==> src/h264_sps_stream_parser_defines.svh <==
// Assertion macros for the SPS stream parser.
// Used by the top level; expects clk and arst_n in scope.
`ifndef H264_SPS_STREAM_PARSER_DEFINES_SVH
`define H264_SPS_STREAM_PARSER_DEFINES_SVH

// expression holds at every edge out of reset
`define H264SPS_ASSERT_ALWAYS(lbl, expr, msg) \
	lbl: assert property (@(posedge clk) disable iff (!arst_n) (expr)) else $error(msg);

// antecedent implies consequent in the same cycle
`define H264SPS_ASSERT_IMPL(lbl, ante, cons, msg) \
	lbl: assert property (@(posedge clk) disable iff (!arst_n) (ante) |-> (cons)) else $error(msg);

`endif

==> src/h264sps_pkg.sv <==
// Shared types and constants for the SPS stream parser.
// No dependencies.
package h264sps_pkg;

	localparam logic [31:0] FNV_BASIS = 32'd2166136261;
	localparam logic [31:0] FNV_PRIME = 32'd16777619;
	localparam logic [4:0]  NAL_TYPE_MASK = 5'h1f;
	localparam logic [4:0]  NAL_TYPE_SPS = 5'd7;

	localparam logic [1:0] STATUS_OK    = 2'd0;
	localparam logic [1:0] STATUS_NOSPS = 2'd1;
	localparam logic [1:0] STATUS_ERR   = 2'd2;

	// log2 of SubWidthC / SubHeightC per chroma_format_idc
	localparam logic [1:0] SUB_W_SH [4] = '{2'd0, 2'd1, 2'd1, 2'd0};
	localparam logic [1:0] SUB_H_SH [4] = '{2'd0, 2'd1, 2'd0, 2'd0};

	typedef enum logic [1:0] {OP_BITS, OP_UE, OP_SE} op_t;

	typedef enum logic [3:0] {
		D_NONE, D_PROF, D_LVL, D_CHROMA, D_POC, D_CYC, D_REFS, D_WMB, D_HMU,
		D_FMO, D_CL, D_CR, D_CT, D_CB, D_LIST
	} dest_t;

	typedef enum logic [5:0] {
		ST_SEARCH, ST_HEADER, ST_BODY, ST_COMMIT, ST_IGNORE, ST_OUT,
		ST_PROF, ST_CONS, ST_LVL, ST_SPSID, ST_CHROMA, ST_SEPC, ST_BDL, ST_BDC,
		ST_BYP, ST_SMF, ST_LFLAG, ST_LSE, ST_L2MF, ST_POC, ST_LSB, ST_DAZ,
		ST_ONR, ST_OTB, ST_CYC, ST_OFF, ST_REFS, ST_GAPS, ST_WMB, ST_HMU,
		ST_FMO, ST_MBA, ST_D8, ST_CROPF, ST_CL, ST_CR, ST_CT, ST_CB, ST_FIN
	} state_t;

	typedef struct packed {
		logic       search_byte;
		logic       hdr_fail;
		logic       sps_start;
		logic       body_byte;
		logic       commit;
		logic       flush;
		logic       parse_init;
		logic       rd_start;
		op_t        rd_op;
		logic [3:0] rd_n;
		dest_t      dest;
		logic       lst_clr;
		logic       lst_inc;
		logic       el_clr;
		logic       el_inc;
		logic       cyc_clr;
		logic       cyc_inc;
		logic       fin;
		logic       out_clr;
	} cmd_t;

	typedef struct packed {
		logic b_one;
		logic b_type7;
		logic pzr2;
		logic sps_end;
		logic pend_any;
		logic held_nz;
		logic rd_active;
		logic rd_done;
		logic rd_err;
		logic rd_bit;
		logic high_prof;
		logic chroma3;
		logic poc0;
		logic poc1;
		logic fmo;
		logic lst_end;
		logic el_end;
		logic next_zero;
		logic cyc_end;
	} stat_t;

	function automatic logic is_high_profile(input logic [7:0] p);
		return p == 8'd100 || p == 8'd110 || p == 8'd122 || p == 8'd244 ||
			p == 8'd44 || p == 8'd83 || p == 8'd86 || p == 8'd118 ||
			p == 8'd128 || p == 8'd138 || p == 8'd139 || p == 8'd134 ||
			p == 8'd135;
	endfunction

endpackage

==> src/h264sps_ctrl.sv <==
// Controller: stream phase and SPS syntax sequencer.
// Depends on h264sps_pkg.
module h264sps_ctrl (
	input  logic               clk,
	input  logic               arst_n,
	input  logic               s_tvalid,
	input  logic               s_tlast,
	output logic               s_tready,
	output logic               m_tvalid,
	input  logic               m_tready,
	input  h264sps_pkg::stat_t stat,
	output h264sps_pkg::cmd_t  cmd
);

	h264sps_pkg::state_t state_q, state_d;
	logic eos_q;
	logic acc, idle, dn, ok;

	assign acc  = s_tvalid && s_tready;
	assign idle = !stat.rd_active && !stat.rd_done;
	assign dn   = stat.rd_done;
	assign ok   = stat.rd_done && !stat.rd_err;

	always_ff @(posedge clk or negedge arst_n) begin
		if (!arst_n) begin
			state_q <= h264sps_pkg::ST_SEARCH;
			eos_q   <= 1'b0;
		end else begin
			state_q <= state_d;
			if (acc) begin
				eos_q <= s_tlast;
			end
		end
	end

	// next state
	always_comb begin
		state_d = state_q;
		if (dn && stat.rd_err) begin
			state_d = h264sps_pkg::ST_FIN;
		end else begin
			unique case (state_q)
				h264sps_pkg::ST_SEARCH:
					if (acc) begin
						if (s_tlast) state_d = h264sps_pkg::ST_OUT;
						else if (stat.b_one && stat.pzr2) state_d = h264sps_pkg::ST_HEADER;
					end
				h264sps_pkg::ST_HEADER:
					if (acc) begin
						if (stat.b_type7) state_d = h264sps_pkg::ST_COMMIT;
						else if (s_tlast) state_d = h264sps_pkg::ST_OUT;
						else state_d = h264sps_pkg::ST_SEARCH;
					end
				h264sps_pkg::ST_BODY:
					if (acc) begin
						state_d = stat.sps_end ? h264sps_pkg::ST_PROF : h264sps_pkg::ST_COMMIT;
					end
				h264sps_pkg::ST_COMMIT:
					if (!stat.pend_any) begin
						if (!eos_q) state_d = h264sps_pkg::ST_BODY;
						else if (!stat.held_nz) state_d = h264sps_pkg::ST_PROF;
					end
				h264sps_pkg::ST_IGNORE:
					if (acc && s_tlast) state_d = h264sps_pkg::ST_OUT;
				h264sps_pkg::ST_OUT:
					if (m_tready) state_d = h264sps_pkg::ST_SEARCH;
				h264sps_pkg::ST_PROF:   if (ok) state_d = h264sps_pkg::ST_CONS;
				h264sps_pkg::ST_CONS:   if (ok) state_d = h264sps_pkg::ST_LVL;
				h264sps_pkg::ST_LVL:    if (ok) state_d = h264sps_pkg::ST_SPSID;
				h264sps_pkg::ST_SPSID:  if (ok) state_d = h264sps_pkg::ST_CHROMA;
				h264sps_pkg::ST_CHROMA:
					if (idle && !stat.high_prof) state_d = h264sps_pkg::ST_L2MF;
					else if (ok) state_d = h264sps_pkg::ST_SEPC;
				h264sps_pkg::ST_SEPC:
					if ((idle && !stat.chroma3) || ok) state_d = h264sps_pkg::ST_BDL;
				h264sps_pkg::ST_BDL:    if (ok) state_d = h264sps_pkg::ST_BDC;
				h264sps_pkg::ST_BDC:    if (ok) state_d = h264sps_pkg::ST_BYP;
				h264sps_pkg::ST_BYP:    if (ok) state_d = h264sps_pkg::ST_SMF;
				h264sps_pkg::ST_SMF:
					if (ok) state_d = stat.rd_bit ? h264sps_pkg::ST_LFLAG : h264sps_pkg::ST_L2MF;
				h264sps_pkg::ST_LFLAG:
					if (idle && stat.lst_end) state_d = h264sps_pkg::ST_L2MF;
					else if (ok && stat.rd_bit) state_d = h264sps_pkg::ST_LSE;
				h264sps_pkg::ST_LSE:
					if (idle && (stat.el_end || stat.next_zero)) state_d = h264sps_pkg::ST_LFLAG;
				h264sps_pkg::ST_L2MF:   if (ok) state_d = h264sps_pkg::ST_POC;
				h264sps_pkg::ST_POC:    if (ok) state_d = h264sps_pkg::ST_LSB;
				h264sps_pkg::ST_LSB:
					if (idle && !stat.poc0) state_d = h264sps_pkg::ST_DAZ;
					else if (ok) state_d = h264sps_pkg::ST_REFS;
				h264sps_pkg::ST_DAZ:
					if (idle && !stat.poc1) state_d = h264sps_pkg::ST_REFS;
					else if (ok) state_d = h264sps_pkg::ST_ONR;
				h264sps_pkg::ST_ONR:    if (ok) state_d = h264sps_pkg::ST_OTB;
				h264sps_pkg::ST_OTB:    if (ok) state_d = h264sps_pkg::ST_CYC;
				h264sps_pkg::ST_CYC:    if (ok) state_d = h264sps_pkg::ST_OFF;
				h264sps_pkg::ST_OFF:
					if (idle && stat.cyc_end) state_d = h264sps_pkg::ST_REFS;
				h264sps_pkg::ST_REFS:   if (ok) state_d = h264sps_pkg::ST_GAPS;
				h264sps_pkg::ST_GAPS:   if (ok) state_d = h264sps_pkg::ST_WMB;
				h264sps_pkg::ST_WMB:    if (ok) state_d = h264sps_pkg::ST_HMU;
				h264sps_pkg::ST_HMU:    if (ok) state_d = h264sps_pkg::ST_FMO;
				h264sps_pkg::ST_FMO:    if (ok) state_d = h264sps_pkg::ST_MBA;
				h264sps_pkg::ST_MBA:
					if ((idle && stat.fmo) || ok) state_d = h264sps_pkg::ST_D8;
				h264sps_pkg::ST_D8:     if (ok) state_d = h264sps_pkg::ST_CROPF;
				h264sps_pkg::ST_CROPF:
					if (ok) state_d = stat.rd_bit ? h264sps_pkg::ST_CL : h264sps_pkg::ST_FIN;
				h264sps_pkg::ST_CL:     if (ok) state_d = h264sps_pkg::ST_CR;
				h264sps_pkg::ST_CR:     if (ok) state_d = h264sps_pkg::ST_CT;
				h264sps_pkg::ST_CT:     if (ok) state_d = h264sps_pkg::ST_CB;
				h264sps_pkg::ST_CB:     if (ok) state_d = h264sps_pkg::ST_FIN;
				h264sps_pkg::ST_FIN:
					state_d = eos_q ? h264sps_pkg::ST_OUT : h264sps_pkg::ST_IGNORE;
				default: state_d = h264sps_pkg::ST_SEARCH;
			endcase
		end
	end

	// outputs
	always_comb begin
		logic rd, skip;
		rd       = 1'b0;
		skip     = 1'b0;
		cmd      = '0;
		cmd.rd_op = h264sps_pkg::OP_UE;
		cmd.dest = h264sps_pkg::D_NONE;
		s_tready = 1'b0;
		m_tvalid = 1'b0;
		unique case (state_q)
			h264sps_pkg::ST_SEARCH: begin
				s_tready        = 1'b1;
				cmd.search_byte = acc;
			end
			h264sps_pkg::ST_HEADER: begin
				s_tready      = 1'b1;
				cmd.sps_start = acc && stat.b_type7;
				cmd.hdr_fail  = acc && !stat.b_type7;
			end
			h264sps_pkg::ST_BODY: begin
				s_tready       = 1'b1;
				cmd.body_byte  = acc;
				cmd.parse_init = acc && stat.sps_end;
			end
			h264sps_pkg::ST_COMMIT: begin
				cmd.commit     = stat.pend_any;
				cmd.flush      = !stat.pend_any && eos_q && stat.held_nz;
				cmd.parse_init = !stat.pend_any && eos_q && !stat.held_nz;
			end
			h264sps_pkg::ST_IGNORE: s_tready = 1'b1;
			h264sps_pkg::ST_OUT: begin
				m_tvalid    = 1'b1;
				cmd.out_clr = m_tready;
			end
			h264sps_pkg::ST_PROF: begin
				rd = 1'b1; cmd.rd_op = h264sps_pkg::OP_BITS; cmd.rd_n = 4'd8;
				cmd.dest = h264sps_pkg::D_PROF;
			end
			h264sps_pkg::ST_CONS: begin
				rd = 1'b1; cmd.rd_op = h264sps_pkg::OP_BITS; cmd.rd_n = 4'd8;
			end
			h264sps_pkg::ST_LVL: begin
				rd = 1'b1; cmd.rd_op = h264sps_pkg::OP_BITS; cmd.rd_n = 4'd8;
				cmd.dest = h264sps_pkg::D_LVL;
			end
			h264sps_pkg::ST_CHROMA: begin
				rd = 1'b1; skip = !stat.high_prof; cmd.dest = h264sps_pkg::D_CHROMA;
			end
			h264sps_pkg::ST_SEPC: begin
				rd = 1'b1; skip = !stat.chroma3;
				cmd.rd_op = h264sps_pkg::OP_BITS; cmd.rd_n = 4'd1;
			end
			h264sps_pkg::ST_BYP, h264sps_pkg::ST_DAZ, h264sps_pkg::ST_GAPS,
			h264sps_pkg::ST_MBA, h264sps_pkg::ST_D8, h264sps_pkg::ST_SMF,
			h264sps_pkg::ST_CROPF: begin
				rd = 1'b1; cmd.rd_op = h264sps_pkg::OP_BITS; cmd.rd_n = 4'd1;
				if (state_q == h264sps_pkg::ST_DAZ) skip = !stat.poc1;
				if (state_q == h264sps_pkg::ST_MBA) skip = stat.fmo;
				cmd.lst_clr = (state_q == h264sps_pkg::ST_SMF) && ok && stat.rd_bit;
			end
			h264sps_pkg::ST_FMO: begin
				rd = 1'b1; cmd.rd_op = h264sps_pkg::OP_BITS; cmd.rd_n = 4'd1;
				cmd.dest = h264sps_pkg::D_FMO;
			end
			h264sps_pkg::ST_LFLAG: begin
				rd = 1'b1; skip = stat.lst_end;
				cmd.rd_op = h264sps_pkg::OP_BITS; cmd.rd_n = 4'd1;
				cmd.el_clr  = ok && stat.rd_bit;
				cmd.lst_inc = ok && !stat.rd_bit;
			end
			h264sps_pkg::ST_LSE: begin
				rd = 1'b1; skip = stat.el_end || stat.next_zero;
				cmd.rd_op   = h264sps_pkg::OP_SE;
				cmd.dest    = h264sps_pkg::D_LIST;
				cmd.el_inc  = ok;
				cmd.lst_inc = idle && skip;
			end
			h264sps_pkg::ST_SPSID, h264sps_pkg::ST_BDL, h264sps_pkg::ST_BDC,
			h264sps_pkg::ST_L2MF: rd = 1'b1;
			h264sps_pkg::ST_POC: begin
				rd = 1'b1; cmd.dest = h264sps_pkg::D_POC;
			end
			h264sps_pkg::ST_LSB: begin
				rd = 1'b1; skip = !stat.poc0;
			end
			h264sps_pkg::ST_ONR, h264sps_pkg::ST_OTB: begin
				rd = 1'b1; cmd.rd_op = h264sps_pkg::OP_SE;
			end
			h264sps_pkg::ST_CYC: begin
				rd = 1'b1; cmd.dest = h264sps_pkg::D_CYC; cmd.cyc_clr = ok;
			end
			h264sps_pkg::ST_OFF: begin
				rd = 1'b1; skip = stat.cyc_end;
				cmd.rd_op = h264sps_pkg::OP_SE; cmd.cyc_inc = ok;
			end
			h264sps_pkg::ST_REFS: begin rd = 1'b1; cmd.dest = h264sps_pkg::D_REFS; end
			h264sps_pkg::ST_WMB:  begin rd = 1'b1; cmd.dest = h264sps_pkg::D_WMB; end
			h264sps_pkg::ST_HMU:  begin rd = 1'b1; cmd.dest = h264sps_pkg::D_HMU; end
			h264sps_pkg::ST_CL:   begin rd = 1'b1; cmd.dest = h264sps_pkg::D_CL; end
			h264sps_pkg::ST_CR:   begin rd = 1'b1; cmd.dest = h264sps_pkg::D_CR; end
			h264sps_pkg::ST_CT:   begin rd = 1'b1; cmd.dest = h264sps_pkg::D_CT; end
			h264sps_pkg::ST_CB:   begin rd = 1'b1; cmd.dest = h264sps_pkg::D_CB; end
			h264sps_pkg::ST_FIN:  cmd.fin = 1'b1;
			default: ;
		endcase
		cmd.rd_start = rd && idle && !skip;
	end

endmodule
==> config.mk <==
export PLATFORM = sky130hd
export DESIGN_NAME = h264sps_ctrl
export DESIGN_NICKNAME = d
export VERILOG_FILES = /design/src/h264_sps_stream_parser_defines.svh /design/src/h264sps_pkg.sv /design/src/h264sps_ctrl.sv
export SDC_FILE = /design/constraint.sdc
export NUM_CORES = 1
export LEC_CHECK = 0
export BUFFER_PORTS_ARGS = -buffer_cell sky130_fd_sc_hd__buf_4
export CAP_MARGIN = 10
export CELL_PAD_IN_SITES_DETAIL_PLACEMENT = 0
export CELL_PAD_IN_SITES_GLOBAL_PLACEMENT = 1
export CORE_ASPECT_RATIO = 0.8
export CORE_MARGIN = 4
export CORE_UTILIZATION = 30
export CTS_CLUSTER_SIZE = 30
export DETAILED_ROUTE_END_ITERATION = 8
export PLACE_DENSITY_LB_ADDON = 0.1
export REMOVE_ABC_BUFFERS = 1
export SLEW_MARGIN = 5
export SYNTH_ARGS = -nofsm -noshare
export SYNTH_HDL_FRONTEND = slang
export SYNTH_SLANG_ARGS = --single-unit
export TNS_END_PERCENT = 5
==> constraint.sdc <==
create_clock -name clk -period 2.9 [get_ports clk]
set_input_delay 0.435 -clock clk [delete_from_list [all_inputs] [get_ports clk]]
set_output_delay 0.435 -clock clk [all_outputs]
set_load 0.02 [all_outputs]
# Word level (Yosys, flattened, before mapping)
# Index checks and enable logic that the tools add are counted.
[totals]
reg_bits = 7
inputBits = 24
output_inout_bits = 28
wordCells = 206
[op_classes]
eq_ne = 78
muxes = 76
n_reduce_logical = 50
[op_table]
columns = ["op", "count"]
rows = [
  ["2-to-1 mux 6 bit", 47],
  ["one-hot mux 6 bit (39 select lines)", 1],
  ["inequality test 3 bit, second input constant", 34],
  ["equality test 6 x 5 -> 1 bit, second input constant", 16],
  ["one-hot mux 4 bit (14 select lines)", 1],
  ["equality test 6 x 4 -> 1 bit, second input constant", 8],
  ["equality test 6 bit, second input constant", 7],
  ["AND reduction 40 bit", 1],
  ["OR reduction 32 bit", 1],
  ["logical AND 1 bit", 26],
  ["equality test 6 x 3 -> 1 bit, second input constant", 4],
  ["inequality test 4 bit, second input constant", 6],
  ["2-to-1 mux 1 bit", 15],
  ["OR reduction 13 bit", 1],
  ["equality test 6 x 2 -> 1 bit, second input constant", 2],
  ["zero test 1 bit", 12],
  ["2-to-1 mux 3 bit", 4],
  ["OR reduction 10 bit", 1],
  ["one-hot mux 4 bit (2 select lines)", 1],
  ["OR reduction 4 bit", 2],
  ["one-hot mux 1 bit (7 select lines)", 1],
  ["OR reduction 7 bit", 1],
  ["equality test 6 x 1 -> 1 bit, second input constant", 1],
  ["zero test 6 bit", 1],
  ["other kinds (5)", 10],
]

# Longest topological paths before layout
# Gate-level depths: netlist (run 1).
[logic_depth]
ltp_word = 8
ltp_mapped = 9
depth_no_buf = 6

# Worst setup path after synthesis (run 1)
# OpenSTA, ideal clock, no wires.
[synth_path]
path_kind = "flip-flop to output port"
start = "register state_q[3]"
end = "output cmd[16] in the netlist's numbering"
arrival_time_ps = 2065
required_ps = 2465
setup_slack_ps = 400
stages_incl_launch_ff = 7
n_path_buf = 3
cell_sequence = "dfrtp_1 clkbuf_1 clkbuf_1 buf_1 o31a_1 o22ai_1 nor3_1"
[synth_lines]
columns = ["element", "line_no", "text"]
rows = [
  ["start, declared", "h264sps_ctrl.sv:15", "h264sps_pkg::state_t state_q, state_d;"],
  ["start signal, assigned", "h264sps_ctrl.sv:26", "state_q <= h264sps_pkg::ST_SEARCH;"],
  ["start signal, assigned", "h264sps_ctrl.sv:29", "state_q <= state_d;"],
  ["end, declared", "h264sps_ctrl.sv:12", "output h264sps_pkg::cmd_t cmd"],
]

==> results of run 1 <==
-- worst reg2reg max path, cell delays in order (launching register included) --
cell,delay (ns)
dfrtp_1,0.61
or4b_1,0.70
nor3_1,0.29
a31oi_1,0.15
nand4_1,0.21
o2bb2ai_4,0.19
mux2_4,0.32
-- layer usage --
layer / wire length (µm) / track usage [%] / vias up
met2: 3180 / 33.8 / 137
met1: 3520 / 31.9 / 1069
met5: 0 / 0 / -
met4: 137 / 4.61 / 0
met3: 715 / 2.76 / 14
li1: - / - / 1095
-- power by group --
part / switching [mW] / total [mW] / internal [mW]
logic: 1.03 / 1.82 / 0.783
clock network: 0.0426 / 0.138 / 0.0951
registers: 0.142 / 0.278 / 0.137
-- final cells by class --
type | count | area [µm²]
Multi-Input combinational cell | 215 | 1380
Clock buffer | 4 | 45.0
Inverter | 8 | 30.0
Fill cell | 612 | 3180
Timing Repair Buffer | 78 | 586
Tap cell | 78 | 97.6
Sequential cell | 7 | 175
-- stage by stage --
| stage | util (%) | worst slack (ns) | hold slack [ns] |
|---|---|---|---|
| floorplan | - | 0.334 | 0.139 |
| global placement | 41.3 | 0.415 | 0.251 |
| detailed placement | 41.3 | 0.367 | 0.252 |
| CTS | 42.2 | 0.185 | 0.00763 |
| global route | 42.2 | 0.0684 | 0.0120 |
| finish | 42.2 | 0.162 | 0.00774 |
-- flip-flops by register name (all words and copies together), names as in the netlist --
register and flops:
eos_q 1, state_q 6
-- worst min-delay path by stage --
stage | start | endpoint | slack, ns
after detailed placement | arst_n | state_q[4]$_DFFE_PN0P_ | 0.25
after floorplan | arst_n | eos_q$_DFFE_PN0N_ | 0.14
final | arst_n | state_q[3]$_DFFE_PN0P_ | 0.008
after global placement | arst_n | state_q[5]$_DFFE_PN0P_ | 0.25
after CTS | arst_n | state_q[4]$_DFFE_PN0P_ | 0.008
after global routing | arst_n | state_q[0]$_DFFE_PN0P_ | 0.01
-- cells by family (layout without fill, tap and decap cells) --
kind of cell           count (synthesis)  count (layout)  synth area share (%)
AO/OA/AOI/OAI                         84              84                  37.7
XOR/XNOR                               6               6                  3.06
buffers and inverters                 35              90                  9.40
flip-flops                             7               7                  10.2
multiplexers                           5               5                  3.64
other                                  1               2                 0.218
AND/OR/NAND/NOR                      118             118                  35.8
-- cells in the mapped netlist (all sizes together) (4+ instances only) --
master  instances  area share [%]
a21oi          11             3.2
nor2           20             4.4
a211oi          6             2.6
dfrtp           7              10
buf            19             5.9
or3             4             1.5
a31oi           4             1.5
nand2b          8             2.9
nor4            5             2.2
o21ai          11             3.2
inv             7             1.5
clkbuf          8             1.7
o32ai           7             3.6
mux2            4             3.1
o22ai           4             1.5
nor2b           7             2.6
o211ai          4             1.7
nor3           20             5.8
nand3           8             2.3
nand2          27             5.9
==> summary.md, run 1 <==
| Metric | Value |
|---|---|
| Max stage delay on crit path | 0.69 ns |
| Worst Reg-to-Reg Cells | 6 |
| Synth unique cells | 64 |
| CTS Buf Count | 3 |
| Delay-heaviest family, CP | simple AND/OR/NAND/NOR gates |
| Max Cap Viol | 0 |
| Post-DP HPWL | 6.00 mm |
| Largest net degree at the start of global routing | 23 |
| Die height | 75.7 µm |
| Via Count | 2315 |
| Final slew viol count | 0 |
| First-pass GRT wire length | roughly 12 mm |
| Mapped Cells | between 200 and 300 |
| Grt total ovfl | 0 |
| Crit Path Category | reg -> out |
| Drt total wl | between 7 and 8 mm |
| FF+latch count, synth | 7 |
| Root Driver | clkbuf_8 |
| Max Clock Freq | 365 MHz |
| Hold Path Class | in -> async |
| Async SR Flop Fraction | 100% |
| Crit path buf inv count | 1 |
| Slew HR | a little over half |
| Worst-path clk slew | 0.04 ns |
| Critical path fanouts, max | 18 |
| CP endpoint | cmd[18] |
| Die area | 7000 µm² |
| Synthesized area | between 1500 and 2000 µm² |
| Area Overhead vs Synth | 35.0% |
| Post-Layout Cell Count | slightly below 400 |
| Final Cycle Share | between 90% and 100% |
| Crit path DAT | 2.30 ns |
| Total GRT Usage | 21.6% |
| Core ar. | 5500 µm² |
| Fraction of layout cells with a size suffix above 1 | 29.5% |
| Critical path, cell by cell | or4b_1, nor3_1, nand2_1, o2111ai_1, nor3_1, buf_4 |
| Clk_lat worst skew | between 0.2 and 0.25 ns |
| Post-CTS sizing | 0 |
| Num ports | 52 |
| R2r startpoint | state_q[5]$_DFFE_PN0P_ |
| Ant. Diodes | 0 |
| First-pass DRT Iterations | 5 |
| Crit path top cell by count | nor3_1 |
| Via density | 5.94 |
| Critical path launch point | state_q[5]$_DFFE_PN0P_ |
| Power density cells | 963 nW/µm² |
| Post-CTS setup buffer count | 0 |
| Reg2reg setup slack | 0.31 ns |
| Sink Count | 7 |
| Final hold vios | 0 |
| Peak VDD IR | 0.375 mV |
| Starting Density | about 31% |
| Worst Setup Start Kind | register |
| Initial DRC Count | 315 |
| Most frequent cells in the layout | buf_4, nand2_1, nor2_1, nor3_1 |
| Commonest non-fill, non-tap cell in the layout | buf_4 |
| Vias in the first global route | 2140 |
| NumNets Final | ~340 |
| CTS tree | yes |
| Worst reg2reg path endpoint | state_q[2]$_DFFE_PN0P_ |
| Crit path time final | 2.74 ns |
| Mapped Avg Cell Area | 6.71 µm² |
| Hold-fix buffers, CTS | 0 |
| Sequential area share after synthesis | 10.2% |
| Ys flop type | dfrtp_1 |
| Status | finished, final reports clean |
| Wire per inst | 19.4 µm |
| Antenna violations before repair | 0 |
| Placed cell count | 386 |
| WP depth | 6 |
| Clock H-tree levels | 1 |
| Post-synth EDFFs | 0 |
| Setup crit end kind | primary output |
| Placed Area | 2270 µm² |
| Placer Congestion | 0.934 |
| Residual DRC count | 0 |
| Maximum clock insertion buffer count | 2 |
| IO Port Bufs | between 40 and 50 |
| Setup_tns | 0 ns |
| Number of setup violations in the final report | 0 |
| Slowest CP cell | or4b_1 |
| Finished Cell Area | roughly 2300 µm² |
| Chip Width | about 93 µm |
| Worst Max-Slew Pin Slew | about 0.7 ns |
| RSZ-0062 raised after global routing | false |
| # rows | 24 |
| Yosys warning total | 0 |
| Post-DRT Antenna Nets | 0 |
| Critical Path RT | 2.47 ns |
| Power, Total | 2.23 mW |
| Clock Skew | 0.00362 ns |
| Leakage | 0.900 nW |
Note: power is estimated with default switching activity, not from simulation.
==> inputs of run 2 (changes only) <==
--- a/config.mk
+++ b/config.mk
@@ -8,3 +8,3 @@
 export BUFFER_PORTS_ARGS = -buffer_cell sky130_fd_sc_hd__buf_4
-export CAP_MARGIN = 10
+export CAP_MARGIN = 25
 export CELL_PAD_IN_SITES_DETAIL_PLACEMENT = 0
==> constraint.sdc (replaced) <==
create_clock -name clk -period 2.9 [get_ports clk]
set_input_delay 0.29 -clock clk [delete_from_list [all_inputs] [get_ports clk]]
set_output_delay 0.29 -clock clk [all_outputs]
set_load 0.02 [all_outputs]
==> summary.md, run 2 (synthesis results as in run 1) <==
| Metric | Value |
|---|---|
| Power density cells | 963 nW/µm² |
| Sink Count | 7 |
| Clock H-tree levels | 1 |
| Ant. Diodes | 0 |
| Placed cell count | 382 |
| Hold-fix buffers, CTS | 1 |
| Worst Max-Slew Pin Slew | 0.641 ns |
| Internal | 1.00 mW |
| Residual DRC count | 0 |
| First-pass GRT wire length | roughly 12 mm |
| Most frequent cells in the layout | buf_4, nand2_1, nor2_1, nor3_1 |
| Area Overhead vs Synth | 34.5% |
| Peak VDD IR | between 0.3 and 0.4 mV |
| Crit path time final | 2.62 ns |
| CTS Buf Count | 3 |
| Post-CTS setup buffer count | 0 |
| NumNets Final | 334 |
| Critical Path RT | 2.61 ns |
| Starting Density | 31.2% |
| Via Count | 2371 |
| Post-DP HPWL | 6.02 mm |
| Vias in the first global route | between 2000 and 2500 |
| Largest registers | state_q x6, eos_q x1 |
| # rows | 24 |
| Total GRT Usage | 22.1% |
| Maximum clock insertion buffer count | 2 |
| Largest register FFs | 6 |
| Setup_tns | 0 ns |
| Setup crit end kind | primary output |
| Post-DRT Antenna Nets | 0 |
| Status | finished, final reports clean |
| Max Cap Viol | 0 |
| Num ports | 52 |
| Clock power share | 6.2% |
| Critical path fanouts, max | 16 |
| NetSw | 1.22 mW |
| DP Worst Slack | 0.322 ns |
| Wire per inst | 19.9 µm |
| Final worst slack | ~0.28 ns |
| Crit Path Category | reg -> out |
| Power, Total | 2.22 mW |
| Post-CTS sizing | 0 |
| Root Driver | clkbuf_8 |
| Final hold vios | 0 |
| Via density | 6.13 |
| Die height | 75.7 µm |
| Number of setup violations in the final report | 0 |
| Slew HR | a little under three fifths |
| Net Sw Frac | a little under three fifths |
| Chip Width | around 90 µm |
| Crit path DAT | 2.33 ns |
| Antenna violations before repair | 0 |
| CTS tree | yes |
| Final slew viol count | 0 |
| Fraction of layout cells with a size suffix above 1 | about 28% |
| Seq pwr share | approximately an eighth |
| RSZ-0062 raised after global routing | false |
| Initial DRC Count | 300 |
| # fillers | 588 |
| Leakage | 0.890 nW |
| Commonest non-fill, non-tap cell in the layout | buf_4 |
| Final Cycle Share | 90.3% |
| Grt total ovfl | 0 |
| Worst Setup Start Kind | register |
| Comb pwr share | between 80% and 90% |
| Placer Congestion | 0.898 |
| Clk_lat worst skew | 0.23 ns |
| Largest Register | state_q |
| Worst-path clk slew | 0.04 ns |
| Clock Skew | 0.00220 ns |
| Drt total wl | 7.72 mm |
| First-pass DRT Iterations | 5 |
| Max Clock Freq | roughly 380 MHz |
| Post-Layout Cell Count | 387 |
| Core ar. | 5500 µm² |
| Die area | 7000 µm² |
| Largest net degree at the start of global routing | 22 |
| Hold Path Class | in -> reg |
| IO Port Bufs | 49 |
==> run 2: area by class of cell <==
class                      instances  area, µm²  area share, %
multi-input combinational        215       1380           59.9
timing repair buffer              75        578           25.0
sequential                         7        175           7.58
tap                               78       97.6           4.23
clock buffer                       4       45.0           1.95
inverter                           8       30.0           1.30
==> run 2: final timing paths <==
| check | start | endpoint | slack, ns | cells after the start |
|---|---|---|---|---|
| max reg2reg | state_q[5]$_DFFE_PN0P_ | state_q[1]$_DFFE_PN0P_ | 0.28 | 6 |
| min in group asynchronous | arst_n | state_q[5]$_DFFE_PN0P_ | 0.42 | 2 |
| max in group asynchronous | arst_n | state_q[3]$_DFFE_PN0P_ | 2.36 | 2 |
| min reg2reg | eos_q$_DFFE_PN0N_ | eos_q$_DFFE_PN0N_ | 0.57 | 2 |
| min | s_tlast | eos_q$_DFFE_PN0N_ | 0.40 | 3 |
| max | state_q[5]$_DFFE_PN0P_ | cmd[18] | 0.28 | 5 |
==> run 2: critical path, cell delays in order, from the launching register on <==
cell and delay (ns):
dfrtp_1 0.70, clkinv_1 0.47, xnor2_1 0.34, o311ai_0 0.18, nor3_1 0.22, buf_4 0.18
==> run 2: metal layers <==
metal	track usage [%]	vias up	wire length, µm	share of wire, %
li1	-	1096	-	-
met1	30.6	1109	3510	45
met2	33.8	142	3290	43
met3	3.95	24	603	7.8
met4	9.72	0	315	4.1
met5	0	-	0	0
==> run 2: metrics by stage <==
stage          utilization, %  hold WS [ns]  instance area [µm²]
5_1_grt                  42.0         0.428                 2310
2_1_floorplan               -      -0.00559                 1590
4_1_cts                  42.0         0.409                 2310
6_report                 42.0         0.401                 2310
3_3_place_gp             41.0         0.110                 2250
3_5_place_dp             41.0         0.109                 2250
==> run 2: power by group through the flow <==
stage | clock [mW] | combinational (mW) | sequential, mW
floorplan | 0 | 0.978 | 0.322
global placement | 0 | 1.79 | 0.277
detailed placement | 0 | 1.76 | 0.276
CTS | 0.136 | 1.77 | 0.275
global route | 0.141 | 1.94 | 0.289
finish | 0.137 | 1.81 | 0.280
==> inputs of run 3 (changes only) <==
- CORE_UTILIZATION: 30 -> 36
- PLACE_DENSITY: default -> 0.79
- PLACE_DENSITY_LB_ADDON: 0.1 -> default
==> summary.md, run 3 (synthesis results as in run 1) <==
| Metric | Value |
|---|---|
| CTS tree | yes |
| Area Overhead vs Synth | 31.3% |
| Worst Max-Slew Pin Slew | 0.694 ns |
| Leakage | between 0.8 and 0.9 nW |
| Worst-path clk slew | approximately 0.04 ns |
| Post-DRT Antenna Nets | 0 |
| Placer Congestion | 0.978 |
| Final slew viol count | 0 |
| Fraction of layout cells with a size suffix above 1 | a little over a quarter |
| Wire per inst | 20.3 µm |
| Critical path fanouts, max | 17 |
| Max Clock Freq | 382 MHz |
| Drt total wl | 7.38 mm |
| Maximum clock insertion buffer count | 2 |
| CTS Buf Count | 3 |
| Power, Total | 2.18 mW |
| Initial DRC Count | a little over 300 |
| Starting Density | 37.3% |
| Antenna violations before repair | 0 |
| IO Port Bufs | 49 |
| Clk_lat worst skew | 0.23 ns |
| Post-DP HPWL | 5.60 mm |
| Largest net degree at the start of global routing | 29 |
| Worst Setup Start Kind | register |
| Chip Width | between 80 and 90 µm |
| Final Cycle Share | 90.4% |
| Hold Path Class | in -> async |
| RSZ-0062 raised after global routing | false |
| Reg2reg setup slack | 0.28 ns |
| Crit path time final | 2.62 ns |
| Via Count | 2365 |
| Crit path DAT | 2.73 ns |
| Slew HR | 53.7% |
| Crit Path Category | reg -> reg |
| Number of setup violations in the final report | 0 |
| Post-CTS sizing | 0 |
| Commonest non-fill, non-tap cell in the layout | buf_4 |
| Setup_tns | 0 ns |
| Post-CTS setup buffer count | 0 |
| Via density | 6.52 |
| Power density cells | 969 nW/µm² |
| First-pass GRT wire length | 11.4 mm |
| Die area | 5940 µm² |
| First-pass DRT Iterations | 6 |
| Vias in the first global route | 2177 |
| NumNets Final | 328 |
| # rows | 22 |
| Die height | between 60 and 70 µm |
| Largest Register | state_q |
| Core ar. | around 4600 µm² |
| Grt total ovfl | 0 |
| Clock Skew | roughly 0.0074 ns |
| Peak VDD IR | approximately 0.50 mV |
| Hold-fix buffers, CTS | 1 |
| Residual DRC count | 0 |
| Sink Count | 7 |
| Setup crit end kind | register |
| Max Cap Viol | 0 |
| Root Driver | clkbuf_8 |
| Final hold vios | 0 |
| Status | finished, final reports clean |
| Most frequent cells in the layout | buf_4, nand2_1, nor2_1, nor3_1 |
| Largest register FFs | 6 |
| Worst Reg-to-Reg Cells | 6 |
| Num ports | 52 |
| Clock H-tree levels | 1 |
| Largest registers | state_q x6, eos_q x1 |
| Critical Path RT | 3.01 ns |
| Total GRT Usage | 23.6% |
| Ant. Diodes | 0 |
run 3: final cells by class:
cell class / count / area (µm²)
multi-input cells: 215 / 1380
repair buffers: 69 / 546
well taps: 60 / 75.1
inverters: 8 / 30.0
clock buffers: 4 / 45.0
fillers: 467 / 2340
flip-flops and latches: 7 / 175
run 3: final timing paths:
| check | endpoint | from |
|---|---|---|
| min in group clk | eos_q$_DFFE_PN0N_ | s_tlast |
| min | state_q[3]$_DFFE_PN0P_ | arst_n |
| max in group asynchronous | eos_q$_DFFE_PN0N_ | arst_n |
| max | state_q[2]$_DFFE_PN0P_ | state_q[0]$_DFFE_PN0P_ |
| min reg2reg | eos_q$_DFFE_PN0N_ | eos_q$_DFFE_PN0N_ |
| max reg2reg | state_q[2]$_DFFE_PN0P_ | state_q[0]$_DFFE_PN0P_ |
run 3: stage by stage:
stage | setup WS [ns] | cell area [µm²] | util (%) | std cells | hold WS (ns)
3_3_place_gp | 0.373 | 2200 | 47.8 | 358 | 0.104
5_1_grt | 0.188 | 2250 | 49.0 | 363 | 0.419
2_1_floorplan | 0.334 | 1590 | - | 230 | -0.00559
6_report | 0.279 | 2250 | 49.0 | 363 | 0.408
4_1_cts | 0.390 | 2250 | 49.0 | 363 | 0.417
3_5_place_dp | 0.405 | 2200 | 47.8 | 358 | 0.107
run 3: metal layers:
metal  wire length (µm)  share of wire (%)  GRT usage (%)  vias to the layer above
li1                   -                  -              -                     1074
met1               3200                 43           35.3                     1081
met2               3020                 41           32.6                      191
met3                955                 13           5.82                       19
met4                206                2.8           7.03                        0
met5                  0                  0              0                        -
run 3: where the power goes:
part / switching [mW] / internal [mW] / total [mW]
registers: 0.152 / 0.136 / 0.289
logic: 1.01 / 0.744 / 1.76
clock network: 0.0420 / 0.0951 / 0.137
run 3: worst max-delay path: stages (launching register included):
cell       delay (ns)
dfrtp_1          0.78
nand2_1          0.27
or4_1            0.60
o2111a_1         0.15
o2111a_2         0.15
o2bb2ai_4        0.23
mux2_4           0.32
